===== src/rtl/s2c_pkg.sv =====
// ----------------------------------------------------------------------------
// s2c_pkg
// Shared types and constants for the seconds-to-calendar pipeline: calendar
// constants, reciprocal multipliers for the constant divisions, result types.
// ----------------------------------------------------------------------------
`default_nettype none

package s2c_pkg;

   // pipeline shape
   localparam int unsigned PIPE_DEPTH = 10;  // register stages, input to result
   localparam int unsigned TOD_DELAY  = 4;   // time-of-day alignment stages

   // field widths
   localparam int unsigned SECS_W   = 32;
   localparam int unsigned BIASED_W = 33;    // biased seconds, always positive
   localparam int unsigned DAYQ_W   = 17;    // biased day count
   localparam int unsigned REM_W    = 17;    // seconds within the day
   localparam int unsigned MDAY_W   = 20;    // March-based day count
   localparam int unsigned ERADAY_W = 18;    // day within the 400-year era
   localparam int unsigned ERAYR_W  = 9;     // year within the era
   localparam int unsigned YDAY_W   = 9;     // day within the March-based year

   // calendar constants
   localparam int unsigned SECS_PER_MIN  = 60;
   localparam int unsigned MINS_PER_HOUR = 60;
   localparam int unsigned DAYS_PER_WEEK = 7;
   localparam longint     SECS_PER_DAY  = 86400;
   localparam int unsigned DAY_LOW_BITS  = 7;     // 86400 = 675 << 7
   localparam int unsigned DAY_ODD       = 675;
   localparam longint     BIAS_DAYS     = 24856; // days added to make count positive
   localparam logic [BIASED_W-1:0] SEC_BIAS =
      BIASED_W'(BIAS_DAYS * SECS_PER_DAY - (64'sd1 <<< 31));
   localparam logic [MDAY_W-1:0] DAY_SHIFT = MDAY_W'(719468 - BIAS_DAYS);
   localparam logic [MDAY_W-1:0] WEEK_OFFSET = MDAY_W'(3);
   localparam longint     ERA_DAYS      = 146097;
   localparam logic [MDAY_W-1:0] ERA4_START = MDAY_W'(4 * ERA_DAYS);
   localparam logic [MDAY_W-1:0] ERA5_START = MDAY_W'(5 * ERA_DAYS);
   localparam logic [ERADAY_W-1:0] ERA_LAST_DAY = ERADAY_W'(ERA_DAYS - 1);
   localparam int unsigned YEAR_DAYS     = 365;
   localparam int unsigned MONTH_SPAN    = 153;   // days in five March-based months
   localparam int unsigned MONTHS_MAR_DEC = 10;
   localparam int unsigned MARCH_INDEX   = 2;
   localparam int unsigned MAR_TO_JAN    = 306;   // year day of January 1
   localparam int unsigned JAN_FEB_DAYS  = 59;
   localparam logic [9:0] ERA4_YEAR_ADJ = 10'(4 * 400 - 1900);
   localparam logic [9:0] ERA5_YEAR_ADJ = 10'(5 * 400 - 1900);

   // reciprocal multipliers: M = ceil(2^K / d), K = width(n) + width(d),
   // which makes floor(n * M / 2^K) exact over the whole operand range
   localparam int unsigned K_675   = 36;
   localparam logic [26:0] RECIP_675 =
      27'(((64'd1 << K_675) + 64'd674) / 64'd675);
   localparam int unsigned K_60S   = 23;
   localparam logic [17:0] RECIP_60S =
      18'(((64'd1 << K_60S) + 64'd59) / 64'd60);
   localparam int unsigned K_60M   = 17;
   localparam logic [11:0] RECIP_60M =
      12'(((64'd1 << K_60M) + 64'd59) / 64'd60);
   localparam int unsigned K_7     = 23;
   localparam logic [20:0] RECIP_7 =
      21'(((64'd1 << K_7) + 64'd6) / 64'd7);
   localparam int unsigned K_1460  = 29;
   localparam logic [18:0] RECIP_1460 =
      19'(((64'd1 << K_1460) + 64'd1459) / 64'd1460);
   localparam int unsigned K_36524 = 34;
   localparam logic [18:0] RECIP_36524 =
      19'(((64'd1 << K_36524) + 64'd36523) / 64'd36524);
   localparam int unsigned K_365   = 27;
   localparam logic [18:0] RECIP_365 =
      19'(((64'd1 << K_365) + 64'd364) / 64'd365);
   localparam int unsigned K_100   = 16;
   localparam logic [9:0] RECIP_100 =
      10'(((64'd1 << K_100) + 64'd99) / 64'd100);
   localparam int unsigned K_153   = 19;
   localparam logic [11:0] RECIP_153 =
      12'(((64'd1 << K_153) + 64'd152) / 64'd153);
   localparam int unsigned K_5     = 14;
   localparam logic [11:0] RECIP_5 =
      12'(((64'd1 << K_5) + 64'd4) / 64'd5);

   // result groups
   typedef struct packed {
      logic [5:0] second;
      logic [5:0] minute;
      logic [4:0] hour;
   } tod_type;

   typedef struct packed {
      logic [2:0] weekday;
      logic [4:0] day_of_month;
      logic [3:0] month_index;
      logic [7:0] years_since_1900;
      logic [8:0] day_of_year;
   } date_type;

endpackage

`default_nettype wire


===== src/rtl/s2c_day_split.sv =====
// ----------------------------------------------------------------------------
// s2c_day_split
// Three stages: splits signed epoch seconds into a March-based day count and
// the seconds within the day, flooring toward earlier days.
// ----------------------------------------------------------------------------
`default_nettype none

module s2c_day_split (
   input  wire logic                              clock,
   input  wire logic                              enable,
   input  wire logic signed [s2c_pkg::SECS_W-1:0] epoch_seconds,
   output logic [s2c_pkg::REM_W-1:0]              rem_ff,
   output logic [s2c_pkg::MDAY_W-1:0]             march_day_ff
);

   localparam int unsigned HI_W = s2c_pkg::BIASED_W - s2c_pkg::DAY_LOW_BITS;

   // stage 1: bias to a positive count, split off the factor 128
   logic [s2c_pkg::BIASED_W-1:0]     biased;
   logic [HI_W-1:0]                  high_ff;
   logic [s2c_pkg::DAY_LOW_BITS-1:0] low1_ff;

   assign biased = {1'b0, ~epoch_seconds[s2c_pkg::SECS_W-1],
                    epoch_seconds[s2c_pkg::SECS_W-2:0]} + s2c_pkg::SEC_BIAS;

   always_ff @(posedge clock) begin
      if (enable) begin
         high_ff <= biased[s2c_pkg::BIASED_W-1:s2c_pkg::DAY_LOW_BITS];
         low1_ff <= biased[s2c_pkg::DAY_LOW_BITS-1:0];
      end
   end

   // stage 2: divide by 675 through the reciprocal
   logic [HI_W+26:0]                 quot_prod;
   logic [s2c_pkg::DAYQ_W-1:0]       days_ff;
   logic [9:0]                       high_lo_ff;
   logic [s2c_pkg::DAY_LOW_BITS-1:0] low2_ff;

   assign quot_prod = (HI_W+27)'(high_ff) * (HI_W+27)'(s2c_pkg::RECIP_675);

   always_ff @(posedge clock) begin
      if (enable) begin
         days_ff    <= quot_prod[s2c_pkg::K_675+s2c_pkg::DAYQ_W-1:s2c_pkg::K_675];
         high_lo_ff <= high_ff[9:0];
         low2_ff    <= low1_ff;
      end
   end

   // stage 3: remainder (below 675, so ten bits are enough) and day shift
   logic [26:0] back_prod;
   logic [9:0]  rem_hi;

   assign back_prod = 27'(days_ff) * 27'(s2c_pkg::DAY_ODD);
   assign rem_hi    = high_lo_ff - back_prod[9:0];

   always_ff @(posedge clock) begin
      if (enable) begin
         rem_ff       <= {rem_hi, low2_ff};
         march_day_ff <= s2c_pkg::MDAY_W'(days_ff) + s2c_pkg::DAY_SHIFT;
      end
   end

endmodule

`default_nettype wire


===== src/rtl/s2c_time_of_day.sv =====
// ----------------------------------------------------------------------------
// s2c_time_of_day
// Seven stages: hour, minute and second from the seconds within the day,
// delayed to line up with the date path.
// ----------------------------------------------------------------------------
`default_nettype none

module s2c_time_of_day (
   input  wire logic                         clock,
   input  wire logic                         enable,
   input  wire logic [s2c_pkg::REM_W-1:0]    rem,
   output s2c_pkg::tod_type                  tod
);

   // stage 4: whole minutes of the day
   logic [34:0] min_prod;
   logic [10:0] mins_ff;
   logic [5:0]  rem_lo_ff;

   assign min_prod = 35'(rem) * 35'(s2c_pkg::RECIP_60S);

   always_ff @(posedge clock) begin
      if (enable) begin
         mins_ff   <= min_prod[s2c_pkg::K_60S+10:s2c_pkg::K_60S];
         rem_lo_ff <= rem[5:0];
      end
   end

   // stage 5: second and hour
   logic [16:0] sec_back;
   logic [22:0] hour_prod;
   logic [5:0]  second_ff;
   logic [4:0]  hour_ff;
   logic [5:0]  mins_lo_ff;

   assign sec_back  = 17'(mins_ff) * 17'(s2c_pkg::SECS_PER_MIN);
   assign hour_prod = 23'(mins_ff) * 23'(s2c_pkg::RECIP_60M);

   always_ff @(posedge clock) begin
      if (enable) begin
         second_ff  <= rem_lo_ff - sec_back[5:0];
         hour_ff    <= hour_prod[s2c_pkg::K_60M+4:s2c_pkg::K_60M];
         mins_lo_ff <= mins_ff[5:0];
      end
   end

   // stage 6: minute within the hour
   logic [10:0]      min_back;
   s2c_pkg::tod_type tod6_ff;

   assign min_back = 11'(hour_ff) * 11'(s2c_pkg::MINS_PER_HOUR);

   always_ff @(posedge clock) begin
      if (enable) begin
         tod6_ff.second <= second_ff;
         tod6_ff.minute <= mins_lo_ff - min_back[5:0];
         tod6_ff.hour   <= hour_ff;
      end
   end

   // stages 7 to 10: alignment with the date path
   s2c_pkg::tod_type dly_ff [s2c_pkg::TOD_DELAY];

   always_ff @(posedge clock) begin
      if (enable) begin
         dly_ff[0] <= tod6_ff;
         for (int i = 1; i < s2c_pkg::TOD_DELAY; i++) begin
            dly_ff[i] <= dly_ff[i-1];
         end
      end
   end

   assign tod = dly_ff[s2c_pkg::TOD_DELAY-1];

endmodule

`default_nettype wire


===== src/rtl/s2c_civil_date.sv =====
// ----------------------------------------------------------------------------
// s2c_civil_date
// Seven stages: weekday, year, month, day of month and day of year from the
// March-based day count (day 0 is 0000-03-01).
// ----------------------------------------------------------------------------
`default_nettype none

module s2c_civil_date (
   input  wire logic                          clock,
   input  wire logic                          enable,
   input  wire logic [s2c_pkg::MDAY_W-1:0]    march_day,
   output s2c_pkg::date_type                  date_ff
);

   localparam int unsigned ED_W = s2c_pkg::ERADAY_W;
   localparam int unsigned EY_W = s2c_pkg::ERAYR_W;
   localparam int unsigned YD_W = s2c_pkg::YDAY_W;

   // stage 4: era (the input range spans eras 4 and 5), weekday quotient
   logic                 late_era;
   logic [19:0]          era_start;
   logic [19:0]          era_diff;
   logic [20:0]          week_num;
   logic [41:0]          week_prod;
   logic [ED_W-1:0]      eraday4_ff;
   logic                 late4_ff;
   logic [2:0]           wq4_ff;
   logic [2:0]           wn4_ff;

   assign late_era  = (march_day >= s2c_pkg::ERA5_START);
   assign era_start = late_era ? s2c_pkg::ERA5_START : s2c_pkg::ERA4_START;
   assign era_diff  = march_day - era_start;
   assign week_num  = 21'(march_day) + 21'(s2c_pkg::WEEK_OFFSET);
   assign week_prod = 42'(week_num) * 42'(s2c_pkg::RECIP_7);

   always_ff @(posedge clock) begin
      if (enable) begin
         eraday4_ff <= era_diff[ED_W-1:0];
         late4_ff   <= late_era;
         wq4_ff     <= week_prod[s2c_pkg::K_7+2:s2c_pkg::K_7];
         wn4_ff     <= week_num[2:0];
      end
   end

   // stage 5: weekday, four-year and century counts within the era
   logic [5:0]       week_back;
   logic [36:0]      quad_prod;
   logic [36:0]      cent_prod;
   logic [ED_W-1:0]  eraday5_ff;
   logic [6:0]       quads5_ff;
   logic [2:0]       cents5_ff;
   logic             last5_ff;
   logic             late5_ff;
   logic [2:0]       wk5_ff;

   assign week_back = 6'(wq4_ff) * 6'(s2c_pkg::DAYS_PER_WEEK);
   assign quad_prod = 37'(eraday4_ff) * 37'(s2c_pkg::RECIP_1460);
   assign cent_prod = 37'(eraday4_ff) * 37'(s2c_pkg::RECIP_36524);

   always_ff @(posedge clock) begin
      if (enable) begin
         eraday5_ff <= eraday4_ff;
         quads5_ff  <= quad_prod[s2c_pkg::K_1460+6:s2c_pkg::K_1460];
         cents5_ff  <= cent_prod[s2c_pkg::K_36524+2:s2c_pkg::K_36524];
         last5_ff   <= (eraday4_ff == s2c_pkg::ERA_LAST_DAY);
         late5_ff   <= late4_ff;
         wk5_ff     <= wn4_ff - week_back[2:0];
      end
   end

   // stage 6: day count with leap days folded out
   logic [ED_W-1:0]  folded6_ff;
   logic [ED_W-1:0]  eraday6_ff;
   logic             late6_ff;
   logic [2:0]       wk6_ff;

   always_ff @(posedge clock) begin
      if (enable) begin
         folded6_ff <= eraday5_ff + ED_W'(cents5_ff) - ED_W'(quads5_ff)
                       - ED_W'(last5_ff);
         eraday6_ff <= eraday5_ff;
         late6_ff   <= late5_ff;
         wk6_ff     <= wk5_ff;
      end
   end

   // stage 7: year within the era
   logic [36:0]      year_prod;
   logic [EY_W-1:0]  eyear7_ff;
   logic [ED_W-1:0]  eraday7_ff;
   logic             late7_ff;
   logic [2:0]       wk7_ff;

   assign year_prod = 37'(folded6_ff) * 37'(s2c_pkg::RECIP_365);

   always_ff @(posedge clock) begin
      if (enable) begin
         eyear7_ff  <= year_prod[s2c_pkg::K_365+EY_W-1:s2c_pkg::K_365];
         eraday7_ff <= eraday6_ff;
         late7_ff   <= late6_ff;
         wk7_ff     <= wk6_ff;
      end
   end

   // stage 8: day within the March-based year
   logic [ED_W-1:0]  year_start;
   logic [18:0]      c100_prod;
   logic [1:0]       c100;
   logic [ED_W-1:0]  yday_full;
   logic [YD_W-1:0]  yday8_ff;
   logic [EY_W-1:0]  eyear8_ff;
   logic [1:0]       c100_8_ff;
   logic             late8_ff;
   logic [2:0]       wk8_ff;

   assign c100_prod  = 19'(eyear7_ff) * 19'(s2c_pkg::RECIP_100);
   assign c100       = c100_prod[s2c_pkg::K_100+1:s2c_pkg::K_100];
   assign year_start = ED_W'(eyear7_ff) * ED_W'(s2c_pkg::YEAR_DAYS)
                       + ED_W'(eyear7_ff[EY_W-1:2]) - ED_W'(c100);
   assign yday_full  = eraday7_ff - year_start;

   always_ff @(posedge clock) begin
      if (enable) begin
         yday8_ff  <= yday_full[YD_W-1:0];
         eyear8_ff <= eyear7_ff;
         c100_8_ff <= c100;
         late8_ff  <= late7_ff;
         wk8_ff    <= wk7_ff;
      end
   end

   // stage 9: March-based month
   logic [10:0]      mon_num;
   logic [22:0]      mon_prod;
   logic [3:0]       mp9_ff;
   logic [YD_W-1:0]  yday9_ff;
   logic [EY_W-1:0]  eyear9_ff;
   logic [1:0]       c100_9_ff;
   logic             late9_ff;
   logic [2:0]       wk9_ff;

   assign mon_num  = 11'(yday8_ff) * 11'(5) + 11'(2);
   assign mon_prod = 23'(mon_num) * 23'(s2c_pkg::RECIP_153);

   always_ff @(posedge clock) begin
      if (enable) begin
         mp9_ff    <= mon_prod[s2c_pkg::K_153+3:s2c_pkg::K_153];
         yday9_ff  <= yday8_ff;
         eyear9_ff <= eyear8_ff;
         c100_9_ff <= c100_8_ff;
         late9_ff  <= late8_ff;
         wk9_ff    <= wk8_ff;
      end
   end

   // stage 10: day of month, month, year and day of year
   logic [10:0]      span_num;
   logic [22:0]      span_prod;
   logic [YD_W-1:0]  month_start;
   logic [YD_W-1:0]  mday_full;
   logic             jan_feb;
   logic [EY_W-1:0]  cent_year;
   logic             leap;
   logic [9:0]       year_full;

   assign span_num    = 11'(mp9_ff) * 11'(s2c_pkg::MONTH_SPAN) + 11'(2);
   assign span_prod   = 23'(span_num) * 23'(s2c_pkg::RECIP_5);
   assign month_start = span_prod[s2c_pkg::K_5+YD_W-1:s2c_pkg::K_5];
   assign mday_full   = yday9_ff - month_start + YD_W'(1);
   assign jan_feb     = (mp9_ff >= 4'(s2c_pkg::MONTHS_MAR_DEC));
   // Gregorian leap rule on the year within the era
   assign cent_year   = EY_W'(c100_9_ff) * EY_W'(100);
   assign leap        = ((eyear9_ff[1:0] == 2'b00) && (eyear9_ff != cent_year))
                        || (eyear9_ff == '0);
   assign year_full   = 10'(eyear9_ff)
                        + (late9_ff ? s2c_pkg::ERA5_YEAR_ADJ : s2c_pkg::ERA4_YEAR_ADJ)
                        + 10'(jan_feb);

   always_ff @(posedge clock) begin
      if (enable) begin
         date_ff.weekday          <= wk9_ff;
         date_ff.day_of_month     <= mday_full[4:0];
         date_ff.month_index      <= jan_feb ? mp9_ff - 4'(s2c_pkg::MONTHS_MAR_DEC)
                                             : mp9_ff + 4'(s2c_pkg::MARCH_INDEX);
         date_ff.years_since_1900 <= year_full[7:0];
         date_ff.day_of_year      <= (yday9_ff >= YD_W'(s2c_pkg::MAR_TO_JAN))
            ? yday9_ff - YD_W'(s2c_pkg::MAR_TO_JAN)
            : yday9_ff + YD_W'(s2c_pkg::JAN_FEB_DAYS) + YD_W'(leap);
      end
   end

endmodule

`default_nettype wire


===== src/rtl/seconds_to_calendar.sv =====
// Throughput: one transaction per cycle; the ten-stage pipeline advances as a
// whole and holds while a finished response waits on rsp_ready.
// Reset (synchronous, active high) clears the stage valid bits only; the stage
// data registers are not reset and there is no clearing pass.
// ----------------------------------------------------------------------------
// seconds_to_calendar
// Pipelined conversion of signed epoch seconds to broken-down UTC calendar
// time: second, minute, hour, weekday, day of month, month, year, year day.
// ----------------------------------------------------------------------------
`default_nettype none

module seconds_to_calendar (
   input  wire logic                              clock,
   input  wire logic                              reset,
   input  wire logic                              req_valid,
   output logic                                   req_ready,
   input  wire logic signed [s2c_pkg::SECS_W-1:0] req_epoch_seconds,
   output logic                                   rsp_valid,
   input  wire logic                              rsp_ready,
   output logic [5:0]                             rsp_second,
   output logic [5:0]                             rsp_minute,
   output logic [4:0]                             rsp_hour,
   output logic [2:0]                             rsp_weekday,
   output logic [4:0]                             rsp_day_of_month,
   output logic [3:0]                             rsp_month_index,
   output logic [7:0]                             rsp_years_since_1900,
   output logic [8:0]                             rsp_day_of_year
);

   // pipeline advances unless the last stage holds an untaken response
   logic                               enable;
   logic [s2c_pkg::PIPE_DEPTH-1:0]     vld_ff;
   logic [s2c_pkg::PIPE_DEPTH-1:0]     vld_in;
   logic [s2c_pkg::REM_W-1:0]          rem;
   logic [s2c_pkg::MDAY_W-1:0]         march_day;
   s2c_pkg::tod_type                   tod;
   s2c_pkg::date_type                  date;

   assign enable    = ~vld_ff[s2c_pkg::PIPE_DEPTH-1] | rsp_ready;
   assign req_ready = enable;
   assign rsp_valid = vld_ff[s2c_pkg::PIPE_DEPTH-1];

   // valid bits travel with the stage data
   assign vld_in = {vld_ff[s2c_pkg::PIPE_DEPTH-2:0], req_valid};

   always_ff @(posedge clock) begin
      if (reset) begin
         vld_ff <= '0;
      end else if (enable) begin
         vld_ff <= vld_in;
      end
   end

   // stages 1 to 3
   s2c_day_split u_day_split (
      .clock         (clock),
      .enable        (enable),
      .epoch_seconds (req_epoch_seconds),
      .rem_ff        (rem),
      .march_day_ff  (march_day)
   );

   // stages 4 to 10, time of day
   s2c_time_of_day u_time_of_day (
      .clock  (clock),
      .enable (enable),
      .rem    (rem),
      .tod    (tod)
   );

   // stages 4 to 10, date
   s2c_civil_date u_civil_date (
      .clock     (clock),
      .enable    (enable),
      .march_day (march_day),
      .date_ff   (date)
   );

   assign rsp_second           = tod.second;
   assign rsp_minute           = tod.minute;
   assign rsp_hour             = tod.hour;
   assign rsp_weekday          = date.weekday;
   assign rsp_day_of_month     = date.day_of_month;
   assign rsp_month_index      = date.month_index;
   assign rsp_years_since_1900 = date.years_since_1900;
   assign rsp_day_of_year      = date.day_of_year;

endmodule

`default_nettype wire


===== config.mk =====
export PLATFORM = sky130hd
export DESIGN_NAME = seconds_to_calendar
export DESIGN_NICKNAME = d
export VERILOG_FILES = /design/src/rtl/s2c_pkg.sv /design/src/rtl/s2c_day_split.sv /design/src/rtl/s2c_time_of_day.sv /design/src/rtl/s2c_civil_date.sv /design/src/rtl/seconds_to_calendar.sv
export SDC_FILE = /design/constraint.sdc
export NUM_CORES = 2
export LEC_CHECK = 0
export ABC_AREA = 1
export BUFFER_PORTS_ARGS = -buffer_cell sky130_fd_sc_hd__buf_4
export CAP_MARGIN = 15
export CORE_ASPECT_RATIO = 0.6
export CORE_MARGIN = 2
export CORE_UTILIZATION = 62
export DETAILED_ROUTE_END_ITERATION = 6
export PLACE_DENSITY = 0.79
export SYNTH_ARGS = -nofsm -noshare
export SYNTH_HDL_FRONTEND = slang
export SYNTH_SLANG_ARGS = --single-unit

===== constraint.sdc =====
create_clock -name clock -period 33 [get_ports clock]
set_clock_uncertainty 0.2 [all_clocks]
set_input_delay 6.6 -clock clock [delete_from_list [all_inputs] [get_ports clock]]
set_output_delay 6.6 -clock clock [all_outputs]
set_load 0.03 [all_outputs]

After elaboration in Yosys (flattened, before gate mapping)
Memories as Yosys holds them, arrays and structs flattened.
Cells that the tools add are included.

cells by class
  $mul = 18
  equality and inequality tests = 2
  bitwise logic cells = 3
  multiplexer cells = 6
  order comparisons = 3
  reduce and logical (&&, ||, !) cells = 4
  add/sub/neg operators = 25

operators by type and width
  cell                      number
  $mul A18 B16 Y33 const B  2
  $mul A26 B27 Y53 const B  1
  $mul A18 B19 Y37 const B  1
  $mul A17 B18 Y34 const B  1
  $add A32 B17 Y33 const B  1
  $mul A21 B21 Y26 const B  1
  $mul A11 B12 Y23 const B  1
  $add A11 B2 Y11 const B   2
  $mul A11 B12 Y22 const B  1
  $add A20 B2 Y21 const B   1
  $add A17 B20 Y20 const B  1
  $ge A20 B20 Y1 const B    1
  $mul A11 B12 Y19 const B  1
  $add A18 B3 Y18           1
  $eq A18 B18 Y1 const B    1
  $mux W18                  1
  $sub A18 B1 Y18           1
  $sub A18 B18 Y18          1
  $sub A18 B7 Y18           1
  $mul A17 B10 Y10 const B  1
  $mul A9 B6 Y14 const B    1
  $sub A6 B6 Y6             2
  $mul A11 B4 Y4 const B    1
  $mul A4 B8 Y11 const B    1
  32 further kinds          34

storage, ports and cells
  register bits = 357
  output and inout port bits = 48
  memories = 1
  input bits = 36
  RAM bits = 68
  logic and storage cells = 112

memories
  memory                depth  width  read ports  clocked after memory_dff  wr ports  line                   text
  u_time_of_day.dly_ff  4      17     4           0                         4         s2c_time_of_day.sv:62  s2c_pkg::tod_type dly_ff [s2c_pkg::TOD_DELAY];

Logic depth before layout (Yosys ltp)
  depth after elaboration = 6
  depth in mapped cells = 41
  gate-level depth less buffers = 41

Hierarchy
A second synthesis with hierarchy kept.

unflattened totals
  cell total of the unflattened synthesis = 6368
  area total of the unflattened synthesis = 61357.6 um^2

modules (own cells, without submodules)
  module               times used  area each (um^2)  sequential area each (um^2)  cells each
  s2c_civil_date       1           35631.7           5765.5                       3635
  s2c_day_split        1           16246.8           3093.0                       1763
  s2c_time_of_day      1           9057.4            3573.4                       908
  seconds_to_calendar  1           421.7             200.2                        62

Least setup slack after synthesis
OpenSTA, ideal clock, no wires.

  path type = input to output
  from = input port rsp_ready
  to = output port req_ready
  path slack = 11733 ps
  data required time = 26200 ps
  path buffers = 0
  data arrival time = 14467 ps
  cell stages on the path = 2
  cell sequence = nor2_1 -> clkinv_1

on the way
  longest elaborated chain between the ends = 1

ends and longest elaborated chain
  element             line                       text
  start: declaration  seconds_to_calendar.sv:19  input wire logic rsp_ready,
  $or A1 B1 Y1        seconds_to_calendar.sv:39  assign enable = ~vld_ff[s2c_pkg::PIPE_DEPTH-1] | rsp_ready;
  end: declaration    seconds_to_calendar.sv:16  output logic req_ready,

Every way passes these cells.

Worst setup path after layout
Same ends and word-level chain as after synthesis.

==> flow_summary.toml <==
[die]
die_x_um = 407
die_area_mm2 = 0.100
rows = 88
initial_core_util = 0.627
core_mm2 = 0.0963
die_height_um = 246
top_level_ports = 84

[grt]
grt_pass1_vias = 42700
grt_usage = 0.287
grt_max_degree = 167
grt_pass1_wl_um = 225000
grt_overflow = 0
antenna_found_initial = 0

[sta]
rsz0062_at_grt = "no"
worst_pin_slew_ns = 1.06
finalSetupViolCount = 0
min_period_over_period = 0.456
fmax_mhz = 66.5
final-max-slew-violation-count = 0
finalHoldViolations = 0
tns_ns = 0
min_period_ns = 15.03
slew_headroom = 0.296

[synth]
ys_warn_count = 0
synthFlopType = "edfxtp_1"
synth_seq_cells = 424
syn_nets = 8215
seq_area_frac_synth = 0.209
netlist_instances = 6140
ys_top_cells_by_area = "ha_1 (27%), fa_1 (24%), edfxtp_1 (21%)"
synth_top_cell_by_area = "ha_1"
netlist.area_leader.share = 0.270
synth_edf_count = 414
syn_area_mm2 = 0.0604
async_flop_share = 0
synth.distinct_cells = 57
avgSynthCellArea_um2 = 9.84

[clocking]
clk_latency_ns = 0.63
postCtsSetupRepairBufs = 0
cts_tree = "yes"
clkSinkCount = 424
ctsHoldBuffers = 0
cts-buffers-inserted = 43
clk_path_buf_depth = 3
cts_max_level = 2
cts-resized-gates = 0
cts_root_buf = "clkbuf_16"
path_clk_slew_ns = 0.07

[hold_path]
hold_class = "reg -> reg"

[place]
dp.cells = 7528
gp_congestion = 0.993
place_hpwl_um = 118000
io_buffers = 83

[drt]
viasPerCell = 5.54
drt_wl_total_um = 139000
wl_per_cell_um = 18.2
drc = 0
ant_nets = 0
drt_iter0_drc = 3480
dr.pass1.iters = 6
via_count = 42200

[worst_setup_path]
end_kind = "output pin"
crit_fanout = 82
cp-start-kind = "input port"
crit_chain = "buf_4, nor2_1, inv_8, buf_4"
crit_slowest_cell = "nor2_1"
max_stage_delay_ns = 0.70
crit_type = "in -> out"
worstPathArrival_ns = 8.23
path_common_cell = "buf_4"
worstPathRequired_ns = 26.20

[cells_and_area]
layout.nets = 8343
drive_gt1_frac = 0.0316
area_growth_pct = 6.24
multi_input_area_mm2 = 0.0421
seqCellArea_mm2 = 0.0126
fill_cells = 7442
fin_cells = 7608

[job]
drv_cap = 0

[run_status]
status = "completed"
-- placed cells by master (no fill, tap or decap), types with 145 or more instances in the layout --
| cell type | instances |
|---|---|
| nand3_1 | 145 |
| edfxtp_1 | 414 |
| a21oi_1 | 303 |
| fa_1 | 736 |
| nand2_1 | 670 |
| xor2_1 | 146 |
| ha_1 | 1303 |
| o21ai_0 | 188 |
| nor2_1 | 290 |
| inv_1 | 1498 |
-- worst max-delay path: cells and delay by family --
family / cells / cell delay (ns)
buf+inv: 3 / 0.88
simple gates: 1 / 0.70
-- Yosys cell counts, types with 15 or more instances --
cell	number
a21o_1	31
a21oi_1	303
a31oi_1	28
edfxtp_1	414
fa_1	736
ha_1	1303
inv_1	1498
nand2_1	670
nand3_1	145
nand4_1	54
nor2_1	290
nor3_1	71
nor4_1	15
o21a_1	15
o21ai_0	188
o21bai_1	19
xnor2_1	84
xor2_1	146
-- worst paths after layout --
| kind | to | start | cells after the start | slack [ns] |
|---|---|---|---|---|
| min | u_civil_date.late8_ff | u_civil_date.late7_ff | 0 | 0.21 |
| max | req_ready | rsp_ready | 4 | 17.97 |
| max reg2reg | u_civil_date.date_ff[25] | u_civil_date.mp9_ff[2] | 32 | 25.15 |
| min reg2reg | u_civil_date.late8_ff | u_civil_date.late7_ff | 0 | 0.21 |
-- metal layers --
layer | track usage | share of wire | routed length, um
met3 | 0.0853 | 0.11 | 14900
met2 | 0.411 | 0.41 | 56400
met4 | 0.0550 | 0.018 | 2450
met5 | 0.00634 | 0.00058 | 80
met1 | 0.431 | 0.47 | 65000
-- kinds of logic (layout without fill, tap and decap cells) --
logic type | Yosys count | after routing | synth area share
flops | 424 | 424 | 0.209
fa+ha+maj | 2039 | 2039 | 0.514
compound gates | 640 | 640 | 0.0589
xor+xnor | 230 | 230 | 0.0333
buf+inv | 1512 | 1674 | 0.0940
other cells | 0 | 1 | 0
simple gates | 1295 | 1295 | 0.0912
-- state kept, by name, indices dropped and copies added, names as in the netlist, 9 cells and up --
| signal | cells |
|---|---|
| u_time_of_day.dly_ff | 68 |
| u_civil_date.date_ff | 29 |
| u_day_split.high_ff | 26 |
| u_day_split.march_day_ff | 19 |
| u_civil_date.eraday4_ff | 18 |
| u_civil_date.eraday5_ff | 18 |
| u_civil_date.folded6_ff | 18 |
| u_day_split.days_ff | 17 |
| u_day_split.rem_ff | 17 |
| u_time_of_day.tod6_ff | 17 |
| u_time_of_day.mins_ff | 11 |
| u_day_split.high_lo_ff | 10 |
| vld_ff | 10 |
| u_civil_date.eraday6_ff | 9 |
| u_civil_date.eraday7_ff | 9 |
| u_civil_date.eyear7_ff | 9 |
| u_civil_date.eyear8_ff | 9 |
| u_civil_date.eyear9_ff | 9 |
| u_civil_date.yday8_ff | 9 |
| u_civil_date.yday9_ff | 9 |
-- metrics by stage --
stage	util	cell area, um2	hold WS, ns	setup slack [ns]
3_3_place_gp	0.651	62700	0.201	18.02
2_1_floorplan	-	60400	0.200	11.73
5_1_grt	0.666	64200	0.223	17.84
6_report	0.666	64200	0.214	17.97
3_5_place_dp	0.651	62700	0.205	17.95
4_1_cts	0.666	64200	0.218	17.95
-- area by class of cell --
| cell class | instances | area share |
|---|---|---|
| tap | 1305 | 0.0254 |
| multi-input combinational | 4204 | 0.656 |
| clock buffer | 50 | 0.0172 |
| antenna | 1 | 0.0000390 |
| timing repair buffer | 91 | 0.0108 |
| clock inverter | 29 | 0.00575 |
| sequential | 424 | 0.197 |
| inverter | 1504 | 0.0880 |
Power is not shown: default switching activity piles up to over one toggle a cycle in this logic, so the estimate is an artifact.
